### config.mk
export PLATFORM = sky130hd
export DESIGN_NAME = charge_port_session_controller_unit
export DESIGN_NICKNAME = d
export VERILOG_FILES = /design/src/hdl/cpsc_pkg.sv /design/src/hdl/cpsc_cfg_regs.sv /design/src/hdl/cpsc_core.sv /design/src/hdl/charge_port_session_controller_unit.sv
export SDC_FILE = /design/constraint.sdc
export NUM_CORES = 1
export LEC_CHECK = 0
export BUFFER_PORTS_ARGS = -buffer_cell sky130_fd_sc_hd__clkbuf_2
export CAP_MARGIN = 20
export CORE_MARGIN = 10
export CORE_UTILIZATION = 65
export DETAILED_ROUTE_END_ITERATION = 8
export PLACE_DENSITY = 0.82
export SLEW_MARGIN = 10
export SYNTH_ARGS = -nofsm -noshare
export SYNTH_HDL_FRONTEND = slang
export SYNTH_HIERARCHICAL = 1
export SYNTH_SLANG_ARGS = --single-unit
### constraint.sdc
create_clock -name clk -period 13.5 [get_ports clk]
set_clock_uncertainty 0.2 [all_clocks]
set_input_delay 2.025 -clock clk [delete_from_list [all_inputs] [get_ports clk]]
set_output_delay 2.025 -clock clk [all_outputs]
set_load 0.005 [all_outputs]
### src/hdl/cpsc_pkg.sv
// package for the charge port session controller
// shared types, codes and register reset values; no dependencies
package cpsc_pkg;

    localparam int CFG_W     = 24;
    localparam int CFG_IDX_W = 3;

    typedef enum logic [1:0] {
        ACT_TICK  = 2'd0,
        ACT_PULSE = 2'd1,
        ACT_START = 2'd2,
        ACT_STOP  = 2'd3
    } action_t;

    typedef enum logic [1:0] {
        STOP_NONE   = 2'd0,
        STOP_BUDGET = 2'd1,
        STOP_TIME   = 2'd2,
        STOP_CMD    = 2'd3
    } reason_t;

    typedef enum logic [1:0] {
        ALARM_NONE     = 2'd0,
        ALARM_OVERLOAD = 2'd1,
        ALARM_FULL     = 2'd2
    } alarm_t;

    typedef enum logic [CFG_IDX_W-1:0] {
        REG_OVERLOAD_GAP    = 3'd0,
        REG_FULL_GAP        = 3'd1,
        REG_OVERLOAD_LIMIT  = 3'd2,
        REG_FULL_LIMIT      = 3'd3,
        REG_PULSES_PER_COIN = 3'd4,
        REG_TICKS_PER_COIN  = 3'd5,
        REG_REPORT_INTERVAL = 3'd6
    } cfg_reg_t;

    localparam logic [15:0] RST_OVERLOAD_GAP    = 16'd100;
    localparam logic [15:0] RST_FULL_GAP        = 16'd10000;
    localparam logic [7:0]  RST_OVERLOAD_LIMIT  = 8'd5;
    localparam logic [7:0]  RST_FULL_LIMIT      = 8'd5;
    localparam logic [15:0] RST_PULSES_PER_COIN = 16'd100;
    localparam logic [23:0] RST_TICKS_PER_COIN  = 24'd3600000;
    localparam logic [7:0]  RST_REPORT_INTERVAL = 8'd10;

    typedef struct packed {
        logic [15:0] overload_gap;
        logic [15:0] full_gap;
        logic [7:0]  overload_limit;
        logic [7:0]  full_limit;
        logic [15:0] pulses_per_coin;
        logic [23:0] ticks_per_coin;
        logic [7:0]  report_interval;
    } cfg_t;

    typedef struct packed {
        action_t    action;
        logic       online;
        logic [7:0] coins_paid;
    } item_t;

    typedef struct packed {
        alarm_t      pulse_alarm;
        reason_t     stop_reason;
        logic [31:0] consumed;
        logic        report_final;
        logic        report_valid;
        logic        busy_res;
        logic        relay_on;
    } result_t;

endpackage

### src/hdl/cpsc_cfg_regs.sv
// configuration register file for the charge port session controller
// depends on cpsc_pkg
module cpsc_cfg_regs (
    input  logic                          clk,
    input  logic                          rst_n,
    input  logic                          cfg_we,
    input  logic [cpsc_pkg::CFG_IDX_W-1:0] cfg_index,
    input  logic [cpsc_pkg::CFG_W-1:0]     cfg_data,
    output cpsc_pkg::cfg_t                cfg
);
    import cpsc_pkg::*;

    cfg_t cfg_reg;
    cfg_t cfg_next;

    always_comb
    begin
        cfg_next = cfg_reg;
        if (cfg_we)
        begin
            case (cfg_index)
                REG_OVERLOAD_GAP:    cfg_next.overload_gap    = cfg_data[15:0];
                REG_FULL_GAP:        cfg_next.full_gap        = cfg_data[15:0];
                REG_OVERLOAD_LIMIT:  cfg_next.overload_limit  = cfg_data[7:0];
                REG_FULL_LIMIT:      cfg_next.full_limit      = cfg_data[7:0];
                REG_PULSES_PER_COIN: cfg_next.pulses_per_coin = cfg_data[15:0];
                REG_TICKS_PER_COIN:  cfg_next.ticks_per_coin  = cfg_data[23:0];
                REG_REPORT_INTERVAL: cfg_next.report_interval = cfg_data[7:0];
                default:             cfg_next = cfg_reg;
            endcase
        end
    end

    always_ff @(posedge clk or negedge rst_n)
    begin
        if (!rst_n)
        begin
            cfg_reg.overload_gap    <= RST_OVERLOAD_GAP;
            cfg_reg.full_gap        <= RST_FULL_GAP;
            cfg_reg.overload_limit  <= RST_OVERLOAD_LIMIT;
            cfg_reg.full_limit      <= RST_FULL_LIMIT;
            cfg_reg.pulses_per_coin <= RST_PULSES_PER_COIN;
            cfg_reg.ticks_per_coin  <= RST_TICKS_PER_COIN;
            cfg_reg.report_interval <= RST_REPORT_INTERVAL;
        end
        else
        begin
            cfg_reg <= cfg_next;
        end
    end

    assign cfg = cfg_reg;

endmodule

### src/hdl/cpsc_core.sv
// session state and single-pass item logic of the charge port session controller
// depends on cpsc_pkg
module cpsc_core (
    input  logic              clk,
    input  logic              rst_n,
    input  logic              advance,
    input  cpsc_pkg::item_t   item,
    input  cpsc_pkg::cfg_t    cfg,
    output cpsc_pkg::result_t result
);
    import cpsc_pkg::*;

    logic [31:0] now_ticks_reg,   now_ticks_next;
    logic [31:0] last_pulse_reg,  last_pulse_next;
    logic [7:0]  short_count_reg, short_count_next;
    logic [7:0]  long_count_reg,  long_count_next;
    logic [31:0] pulse_total_reg, pulse_total_next;
    logic [7:0]  report_count_reg, report_count_next;
    logic        active_reg,      active_next;
    logic        online_reg,      online_next;
    logic [23:0] budget_reg,      budget_next;
    logic [31:0] time_left_reg,   time_left_next;

    logic [31:0] gap;
    logic [31:0] time_dec;
    logic [31:0] total_inc;
    logic [7:0]  short_inc;
    logic [7:0]  long_inc;
    logic [7:0]  report_inc;
    logic [23:0] budget_prod;
    logic [31:0] time_prod;
    logic        end_req;
    reason_t     end_reason;
    logic [31:0] end_count;

    assign gap         = now_ticks_reg - last_pulse_reg;
    assign time_dec    = time_left_reg - 32'd1;
    assign total_inc   = pulse_total_reg + 32'd1;
    assign short_inc   = short_count_reg + 8'd1;
    assign long_inc    = long_count_reg + 8'd1;
    assign report_inc  = report_count_reg + 8'd1;
    assign budget_prod = {16'd0, item.coins_paid} * {8'd0, cfg.pulses_per_coin};
    assign time_prod   = {24'd0, item.coins_paid} * {8'd0, cfg.ticks_per_coin};

    always_comb
    begin
        now_ticks_next    = now_ticks_reg;
        last_pulse_next   = last_pulse_reg;
        short_count_next  = short_count_reg;
        long_count_next   = long_count_reg;
        pulse_total_next  = pulse_total_reg;
        report_count_next = report_count_reg;
        active_next       = active_reg;
        online_next       = online_reg;
        budget_next       = budget_reg;
        time_left_next    = time_left_reg;
        end_req           = 1'b0;
        end_reason        = STOP_NONE;
        end_count         = pulse_total_reg;
        result            = '0;

        case (item.action)
            ACT_TICK:
            begin
                now_ticks_next = now_ticks_reg + 32'd1;
                if (active_reg && !online_reg && (time_left_reg != 32'd0))
                begin
                    time_left_next = time_dec;
                    if (time_dec == 32'd0)
                    begin
                        end_req    = 1'b1;
                        end_reason = STOP_TIME;
                    end
                end
            end
            ACT_PULSE:
            begin
                if (gap < {16'd0, cfg.overload_gap})
                begin
                    if (short_inc > cfg.overload_limit)
                    begin
                        result.pulse_alarm = ALARM_OVERLOAD;
                        short_count_next   = 8'd0;
                    end
                    else
                    begin
                        short_count_next = short_inc;
                    end
                end
                else if (gap > {16'd0, cfg.full_gap})
                begin
                    if (long_inc > cfg.full_limit)
                    begin
                        result.pulse_alarm = ALARM_FULL;
                        long_count_next    = 8'd0;
                    end
                    else
                    begin
                        long_count_next = long_inc;
                    end
                end
                else
                begin
                    short_count_next = 8'd0;
                    long_count_next  = 8'd0;
                end
                last_pulse_next = now_ticks_reg;
                if (active_reg)
                begin
                    pulse_total_next = total_inc;
                    if (!online_reg)
                    begin
                        if (total_inc >= {8'd0, budget_reg})
                        begin
                            end_req    = 1'b1;
                            end_reason = STOP_BUDGET;
                            end_count  = total_inc;
                        end
                    end
                    else if (report_inc >= cfg.report_interval)
                    begin
                        report_count_next   = 8'd0;
                        result.report_valid = 1'b1;
                    end
                    else
                    begin
                        report_count_next = report_inc;
                    end
                end
            end
            ACT_START:
            begin
                active_next      = 1'b1;
                online_next      = item.online;
                pulse_total_next = 32'd0;
                budget_next      = item.online ? 24'd0 : budget_prod;
                time_left_next   = item.online ? 32'd0 : time_prod;
            end
            ACT_STOP:
            begin
                if (active_reg)
                begin
                    end_req    = 1'b1;
                    end_reason = STOP_CMD;
                end
            end
            default:
            begin
                end_req = 1'b0;
            end
        endcase

        if (end_req)
        begin
            if (online_reg)
            begin
                result.report_valid = 1'b1;
                result.report_final = 1'b1;
            end
            result.consumed    = end_count;
            result.stop_reason = end_reason;
            active_next        = 1'b0;
            online_next        = 1'b0;
            budget_next        = 24'd0;
            time_left_next     = 32'd0;
            pulse_total_next   = 32'd0;
        end

        result.relay_on = active_next;
        result.busy_res = active_next;
        if (active_next)
        begin
            result.consumed = pulse_total_next;
        end
    end

    always_ff @(posedge clk or negedge rst_n)
    begin
        if (!rst_n)
        begin
            now_ticks_reg    <= '0;
            last_pulse_reg   <= '0;
            short_count_reg  <= '0;
            long_count_reg   <= '0;
            pulse_total_reg  <= '0;
            report_count_reg <= '0;
            active_reg       <= 1'b0;
            online_reg       <= 1'b0;
            budget_reg       <= '0;
            time_left_reg    <= '0;
        end
        else if (advance)
        begin
            now_ticks_reg    <= now_ticks_next;
            last_pulse_reg   <= last_pulse_next;
            short_count_reg  <= short_count_next;
            long_count_reg   <= long_count_next;
            pulse_total_reg  <= pulse_total_next;
            report_count_reg <= report_count_next;
            active_reg       <= active_next;
            online_reg       <= online_next;
            budget_reg       <= budget_next;
            time_left_reg    <= time_left_next;
        end
    end

endmodule

### src/hdl/charge_port_session_controller_unit.sv
// charge port session controller, top level
// input register, result register and handshake; uses cpsc_pkg, cpsc_cfg_regs, cpsc_core
//
// usage
//   s_* channel takes one item per transfer: tick, meter pulse, start or stop
//   m_* channel returns exactly one result per item, in order
//   cfg_we/cfg_index/cfg_data write one register per cycle, only while idle
// datapath
//   an item waits in the input register, then the session logic writes its
//   result into the result register, which drives the m_* channel
// throughput
//   one item per cycle while m_tready is high, set by the single pass of the
//   session logic between the input register and the result register
// reset
//   rst_n clears both pipeline valids, the session state and the counters, and
//   loads the register defaults; the port comes up free with the relay off
// stall
//   while m_tready is low the result register holds; one more item may wait in
//   the input register, after which s_tready drops until the result is taken
module charge_port_session_controller_unit (
    input  logic                          clk,
    input  logic                          rst_n,
    // configuration write port
    input  logic                          cfg_we,
    input  logic [cpsc_pkg::CFG_IDX_W-1:0] cfg_index,
    input  logic [cpsc_pkg::CFG_W-1:0]     cfg_data,
    // input items
    input  logic                          s_tvalid,
    output logic                          s_tready,
    input  logic [15:0]                   s_tdata,  // online [0], coins_paid [8:1]
    input  logic [1:0]                    s_tuser,  // action [1:0]
    // result items
    output logic                          m_tvalid,
    input  logic                          m_tready,
    output logic [39:0]                   m_tdata   // relay_on [0], busy_res [1],
                                                    // report_valid [2], report_final [3],
                                                    // consumed [35:4], stop_reason [37:36],
                                                    // pulse_alarm [39:38]
);
    import cpsc_pkg::*;

    cfg_t    cfg;
    item_t   in_item_reg;
    logic    in_valid_reg;
    result_t out_data_reg;
    logic    out_valid_reg;
    result_t core_result;
    logic    advance;
    logic    in_xfer;

    assign advance  = in_valid_reg && (!out_valid_reg || m_tready);
    assign s_tready = !in_valid_reg || advance;
    assign in_xfer  = s_tvalid && s_tready;

    cpsc_cfg_regs u_cfg (
        .clk       (clk),
        .rst_n     (rst_n),
        .cfg_we    (cfg_we),
        .cfg_index (cfg_index),
        .cfg_data  (cfg_data),
        .cfg       (cfg)
    );

    cpsc_core u_core (
        .clk     (clk),
        .rst_n   (rst_n),
        .advance (advance),
        .item    (in_item_reg),
        .cfg     (cfg),
        .result  (core_result)
    );

    always_ff @(posedge clk or negedge rst_n)
    begin
        if (!rst_n)
        begin
            in_valid_reg  <= 1'b0;
            out_valid_reg <= 1'b0;
        end
        else
        begin
            if (in_xfer)
            begin
                in_valid_reg <= 1'b1;
            end
            else if (advance)
            begin
                in_valid_reg <= 1'b0;
            end
            if (advance)
            begin
                out_valid_reg <= 1'b1;
            end
            else if (m_tready)
            begin
                out_valid_reg <= 1'b0;
            end
        end
    end

    always_ff @(posedge clk)
    begin
        if (in_xfer)
        begin
            in_item_reg.action     <= action_t'(s_tuser);
            in_item_reg.online     <= s_tdata[0];
            in_item_reg.coins_paid <= s_tdata[8:1];
        end
        if (advance)
        begin
            out_data_reg <= core_result;
        end
    end

    assign m_tvalid = out_valid_reg;
    assign m_tdata  = out_data_reg;

    // a final report always comes with a report
    a_final_has_report : assert property (@(posedge clk) disable iff (!rst_n)
        m_tvalid && m_tdata[3] |-> m_tdata[2])
        else $error("final report without report flag");

    // a result that ends a session leaves the relay off and the port free
    a_stop_frees_port : assert property (@(posedge clk) disable iff (!rst_n)
        m_tvalid && (m_tdata[37:36] != STOP_NONE) |-> !m_tdata[0] && !m_tdata[1])
        else $error("stop reason with relay still on");

    // relay drive and busy state always agree
    a_relay_busy : assert property (@(posedge clk) disable iff (!rst_n)
        m_tvalid |-> (m_tdata[0] == m_tdata[1]))
        else $error("relay and busy disagree");

    // an item waiting behind a stalled result is not lost
    a_hold_item : assert property (@(posedge clk) disable iff (!rst_n)
        in_valid_reg && !advance |=> in_valid_reg && $stable(in_item_reg))
        else $error("pending item dropped during stall");

endmodule

== Word level (Yosys, flattened, before mapping) ==
Cells that the tools add are included.
Storage, ports and cells
  output and inout port bits: 42
  bits in latches: 0
  bits in registers: 326
  bits in read-only memories: 0
  bits of input ports: 50
  memories: 0
  word-level logic and storage cells: 139
  RAM bits: 0
Cells by class
  multiplexer cells: 53
  shift operators: 0
  reduce and logical (&&, ||, !) cells: 31
  multiply operators: 2
  magnitude comparators: 6
  bitwise gates (word level): 1
  add/subtract/negate cells: 7
  equal/unequal tests: 11
  divide/modulo/power cells: 0
Operators by type and width (number)
  two-way mux 32 bit: 10
  one-hot mux 32 bit (2 select lines): 2
  two-way mux 24 bit: 3
  adder 32 x 1 -> 32 bit (second input constant): 2
  two-way mux 8 bit: 6
  two-way mux 34 bit: 1
  greater-or-equal comparator 32 x 24 -> 1 bit: 1
  greater-than comparator 32 x 16 -> 1 bit: 1
  zero test 32 bit: 1
  less-than comparator 32 x 16 -> 1 bit: 1
  multiplier 8 x 24 -> 32 bit: 1
  nonzero test 32 bit: 1
  subtractor 32 x 1 -> 32 bit (second input constant): 1
  subtractor 32 bit: 1
  adder 8 x 1 -> 8 bit (second input constant): 3
  multiplier 8 x 16 -> 24 bit: 1
  two-way mux 1 bit: 20
  AND reduction 2 bit: 10
  two-way mux 2 bit: 9
  greater-than comparator 8 bit: 2
  equality test 3 bit (second input constant): 3
  AND reduction 3 bit: 3
  greater-or-equal comparator 8 bit: 1
  equality test 3 x 2 -> 1 bit (second input constant): 2
  16 further kinds: 25

== Longest topological paths before layout ==
  word-level depth: 9
  gate-level depth with buffers: 24
  depth with buffers taken out: 23

== Cells and area by module ==
Netlist, hierarchy kept.
Modules (own cells, without submodules)
  cpsc_core: cells an instance 2981, area an instance 24405.9 um^2, sequential area each 4454.3 um^2, times used 1
  cpsc_cfg_regs: cells an instance 211, area an instance 3733.6 um^2, sequential area each 2437.3 um^2, times used 1
  charge_port_session_controller_unit: cells an instance 59, area an instance 1635.3 um^2, sequential area each 1581.5 um^2, times used 1

== Worst setup path after synthesis ==
OpenSTA, ideal clock, no wires.
  path kind: reg2reg
  from: reg in_item_reg[6] in the netlist's numbering
  to: reg u_core.time_left_reg[29]
  required time: 13.165 ns
  slack: 7.395 ns
  period minus slack after synthesis: 6.105 ns
  buffers on the path: 1
  setup time: 0.135 ns
  cell stages (with the launch flop): 22
  arrival: 5.770 ns
  cell sequence: edfxtp_1 > clkbuf_1 > nand2_1 > fa_1 > fa_1 > inv_1 > fa_1 > inv_1 > fa_1 > inv_1 > ha_1 > nor3_1 > o21ai_0 > a2111oi_0 > o31ai_1 > a221oi_1 > a21oi_1 > a2111o_1 > a31oi_1 > xnor2_1 > a32oi_1 > o21ai_0
Between the ends
  cells in the longest elaborated chain, start to end: 4
Ends and longest elaborated chain
  start, declared: line charge_port_session_controller_unit.sv:43  | item_t in_item_reg;
  multiplier 8 x 24 -> 32 bit: line cpsc_core.sv:43  | assign time_prod = {24'd0, item.coins_paid} * {8'd0, cfg.ticks_per_coin};
  two-way mux 32 bit: line cpsc_core.sv:137  | time_left_next = item.online ? 32'd0 : time_prod;
  one-hot mux 32 bit (2 select lines): line cpsc_core.sv:62  | case (item.action)
  two-way mux 32 bit: line cpsc_core.sv:153  | if (end_req)
  end signal, assigned: line cpsc_core.sv:203  | time_left_reg <= time_left_next;
  end, declared: line cpsc_core.sv:22  | logic [31:0] time_left_reg, time_left_next;
No other way between the ends.
A chain may end at the register's enable or synchronous reset.

== Worst setup path after layout ==
  from: reg in_item_reg[7] in the netlist's numbering
  to: reg u_core.time_left_reg[29]
Same word-level chain as after synthesis.

==> impl_metrics.ini <==
[placement]
routabilityCongestion = 0.951
port_buffers = 84
dpl.hpwl_mm = 54.6
place_area_mm2 = 0.0306

[min_path]
min_to = u_core/budget_reg[5]
hold_start = u_core/budget_reg[5]
hold_path.class = reg2reg
min_delay_path_depth = 2

[synth]
synth_top_area_cell = dfrtp_1
synth_async_sr_flop_share = 0.844
synth_common_cells = inv_1, nand2_1, dfrtp_1
syn_nets = 3735
ys.flop_type = dfrtp_1
synth_fa_ha_area_frac = 0.237
yosysMostFrequentCell = inv_1
synth_cell_types = 101
syn_inst = 3251
synthSimpleGateAreaFrac = 0.183
synth_xor_area_frac = 0.0453
yosysSeqAreaShare = 0.285
synth_top_family_by_area = adder cells
yosysWarnings = 6
synth_compound_area_frac = 0.135
synth_area_leaders = dfrtp_1, fa_1, ha_1
synth_top_area_frac = 0.208
ys_seq_elements = 327
synthMuxAreaShare = 0.0414
syn_avg_cell_area_um2 = 9.16
synth_area_mm2 = 0.0298
synth_edf_count = 51

[clocking]
root_buffer = clkbuf_16
path_clk_slew_ns = 0.06
cts_tree = done
post_cts_buffers = 0
cts_hold_buf = 0
ctsResizeCount = 0
clock-sinks = 327
clk_latency_ns = 0.57
numCtsBuffers = 38
htreeDepth = 2
clock_path_buffers = 3

[grt]
use_met2 = 0.457
grt.busiest_layer = met2
grt_pass1_wl_mm = 122
track_usage = 0.274
use_met1 = 0.347
grt_pass1_vias = 24367
overflow = 0
grt_max_degree = 163
grt.met3_usage = 0.0509
antenna_found_initial = 1

[timing]
setup_viol = 0
rsz0062_at_grt = false
slew_headroom = 0.212
setup_tns_ns = 0
hold_violations = 0
period_share = 0.532
slew_viol_final = 0
tightest_slew_ns = 1.15
fin_crit_ns = 7.18
fmax_mhz = 139

[layout]
drive_gt1_frac = 0.102
largest_reg_flops = 96
nFillCells = 3312
postLayoutCoreUtil = 0.704
finalNetCount = 3742
finalInstanceArea_mm2 = 0.0319
synthToLayoutAreaGrowth_pct = 7.24

[setup_path]
critPathArrivalTime_ns = 7.44
crit_fanout = 40
reg2reg_from = in_item_reg[7]
regToRegEndpoint = u_core/time_left_reg[29]
crit_required_ns = 13.76
r2r_cells = 21
path_class = reg2reg
crit_path_end_kind = register
cp-start-kind = register
r2r_slack_ns = 6.32

[floorplanning]
ios = 92
die_width_um = 234
dieArea_mm2 = 0.0548
core_area_mm2 = 0.0454
die_h_um = 234
start_util = 0.656
num_rows = 78

[pwr]
vdd_ir_drop_max_v = 0.000285
pwr_density_cell_mw_per_mm2 = 253
finalPower_w = 0.00807
power.leakage_nw = 15.2

[detailed_routing]
totalWireLength_mm = 74.6
postRouteAntennaNets = 0
dr.first_iter.drc_count = 2233
vias = 23879
drt-pass1-iter-count = 5
drcViolationCount = 0
drt-vias-per-instance = 6.14
wl_per_cell_um = 19.2

[run]
max-cap-violations = 0

[outcome]
status = completed
## worst max-delay path, cell delays in order (launching register included)
cell and delay [ns]:
edfxtp_1 0.32, buf_4 0.37, nand2_1 0.15, fa_1 0.52
fa_1 0.55, inv_1 0.06, fa_1 0.54, inv_1 0.07
fa_1 0.53, inv_1 0.04, ha_1 0.22, nor3_1 0.34
o21ai_0 0.23, a2111oi_0 0.72, o31ai_1 0.27, a221oi_1 0.54
a21oi_1 0.26, a2111o_1 0.45, a31oi_1 0.23, xnor2_1 0.16
a32oi_1 0.07, o21ai_0 0.22
## report_power, final
part	total, W	internal, W	switching, W
logic	0.00557	0.00226	0.00331
registers	0.00138	0.00118	0.000201
clock network	0.00112	0.000687	0.000434
## cells in the final DEF, fill, tap and decap left out, types with 82 or more instances in the layout
cell type | Yosys | final
a21oi_1 | 128 | 127
and2_1 | 235 | 233
clkbuf_2 | 1 | 83
dfrtp_1 | 248 | 248
fa_1 | 217 | 217
ha_1 | 217 | 217
inv_1 | 408 | 408
mux2_2 | 82 | 82
nand2_1 | 337 | 337
nand3_1 | 93 | 93
nor2_1 | 132 | 131
o21ai_0 | 179 | 179
xnor2_1 | 98 | 98
## worst max-delay path by stage
stage	to	slack [ns]	cells after the start	from
after floorplan	u_core/time_left_reg[29]	7.40	21	in_item_reg[6]
after global placement	u_core/time_left_reg[29]	6.75	21	in_item_reg[7]
after detailed placement	u_core/time_left_reg[29]	6.48	21	in_item_reg[7]
after CTS	u_core/time_left_reg[29]	6.43	21	in_item_reg[7]
after global routing	u_core/time_left_reg[29]	5.90	21	in_item_reg[6]
final	u_core/time_left_reg[29]	6.32	21	in_item_reg[7]
## layout make-up
class | count | area (um2) | area share
multi-input cells | 2373 | 19200 | 0.601
flip-flops and latches | 327 | 8470 | 0.265
diodes | 1 | 2.50 | 0.0000784
well taps | 600 | 751 | 0.0235
clock buffers | 51 | 1060 | 0.0332
clock inverters | 18 | 284 | 0.00889
repair buffers | 109 | 651 | 0.0204
inverters | 409 | 1540 | 0.0481
## per-layer routing
layer,part of all wire,vias up
met4,0.035,0
met2,0.48,966
met1,0.41,11758
met3,0.077,164
li1,-,10991
met5,0,-
## cell families after synthesis
family,after synthesis
and+or+nand+nor,1058
AOI/OAI and AO/OA,620
buffers and inverters,551
adders and majority gates,434
DFF,327
xor gates and xnor gates,154
muxes,107
## through the flow
| step | hold WS, ns | setup slack [ns] | instances |
|---|---|---|---|
| 6_report | 0.282 | 6.32 | 3888 |
| 5_1_grt | 0.304 | 5.90 | 3887 |
| 4_1_cts | 0.283 | 6.43 | 3885 |
| 3_5_place_dp | 0.271 | 6.48 | 3816 |
| 3_3_place_gp | 0.265 | 6.75 | 3815 |
| 2_1_floorplan | 0.247 | 7.40 | 3251 |
(Power assumes the default switching activity.)
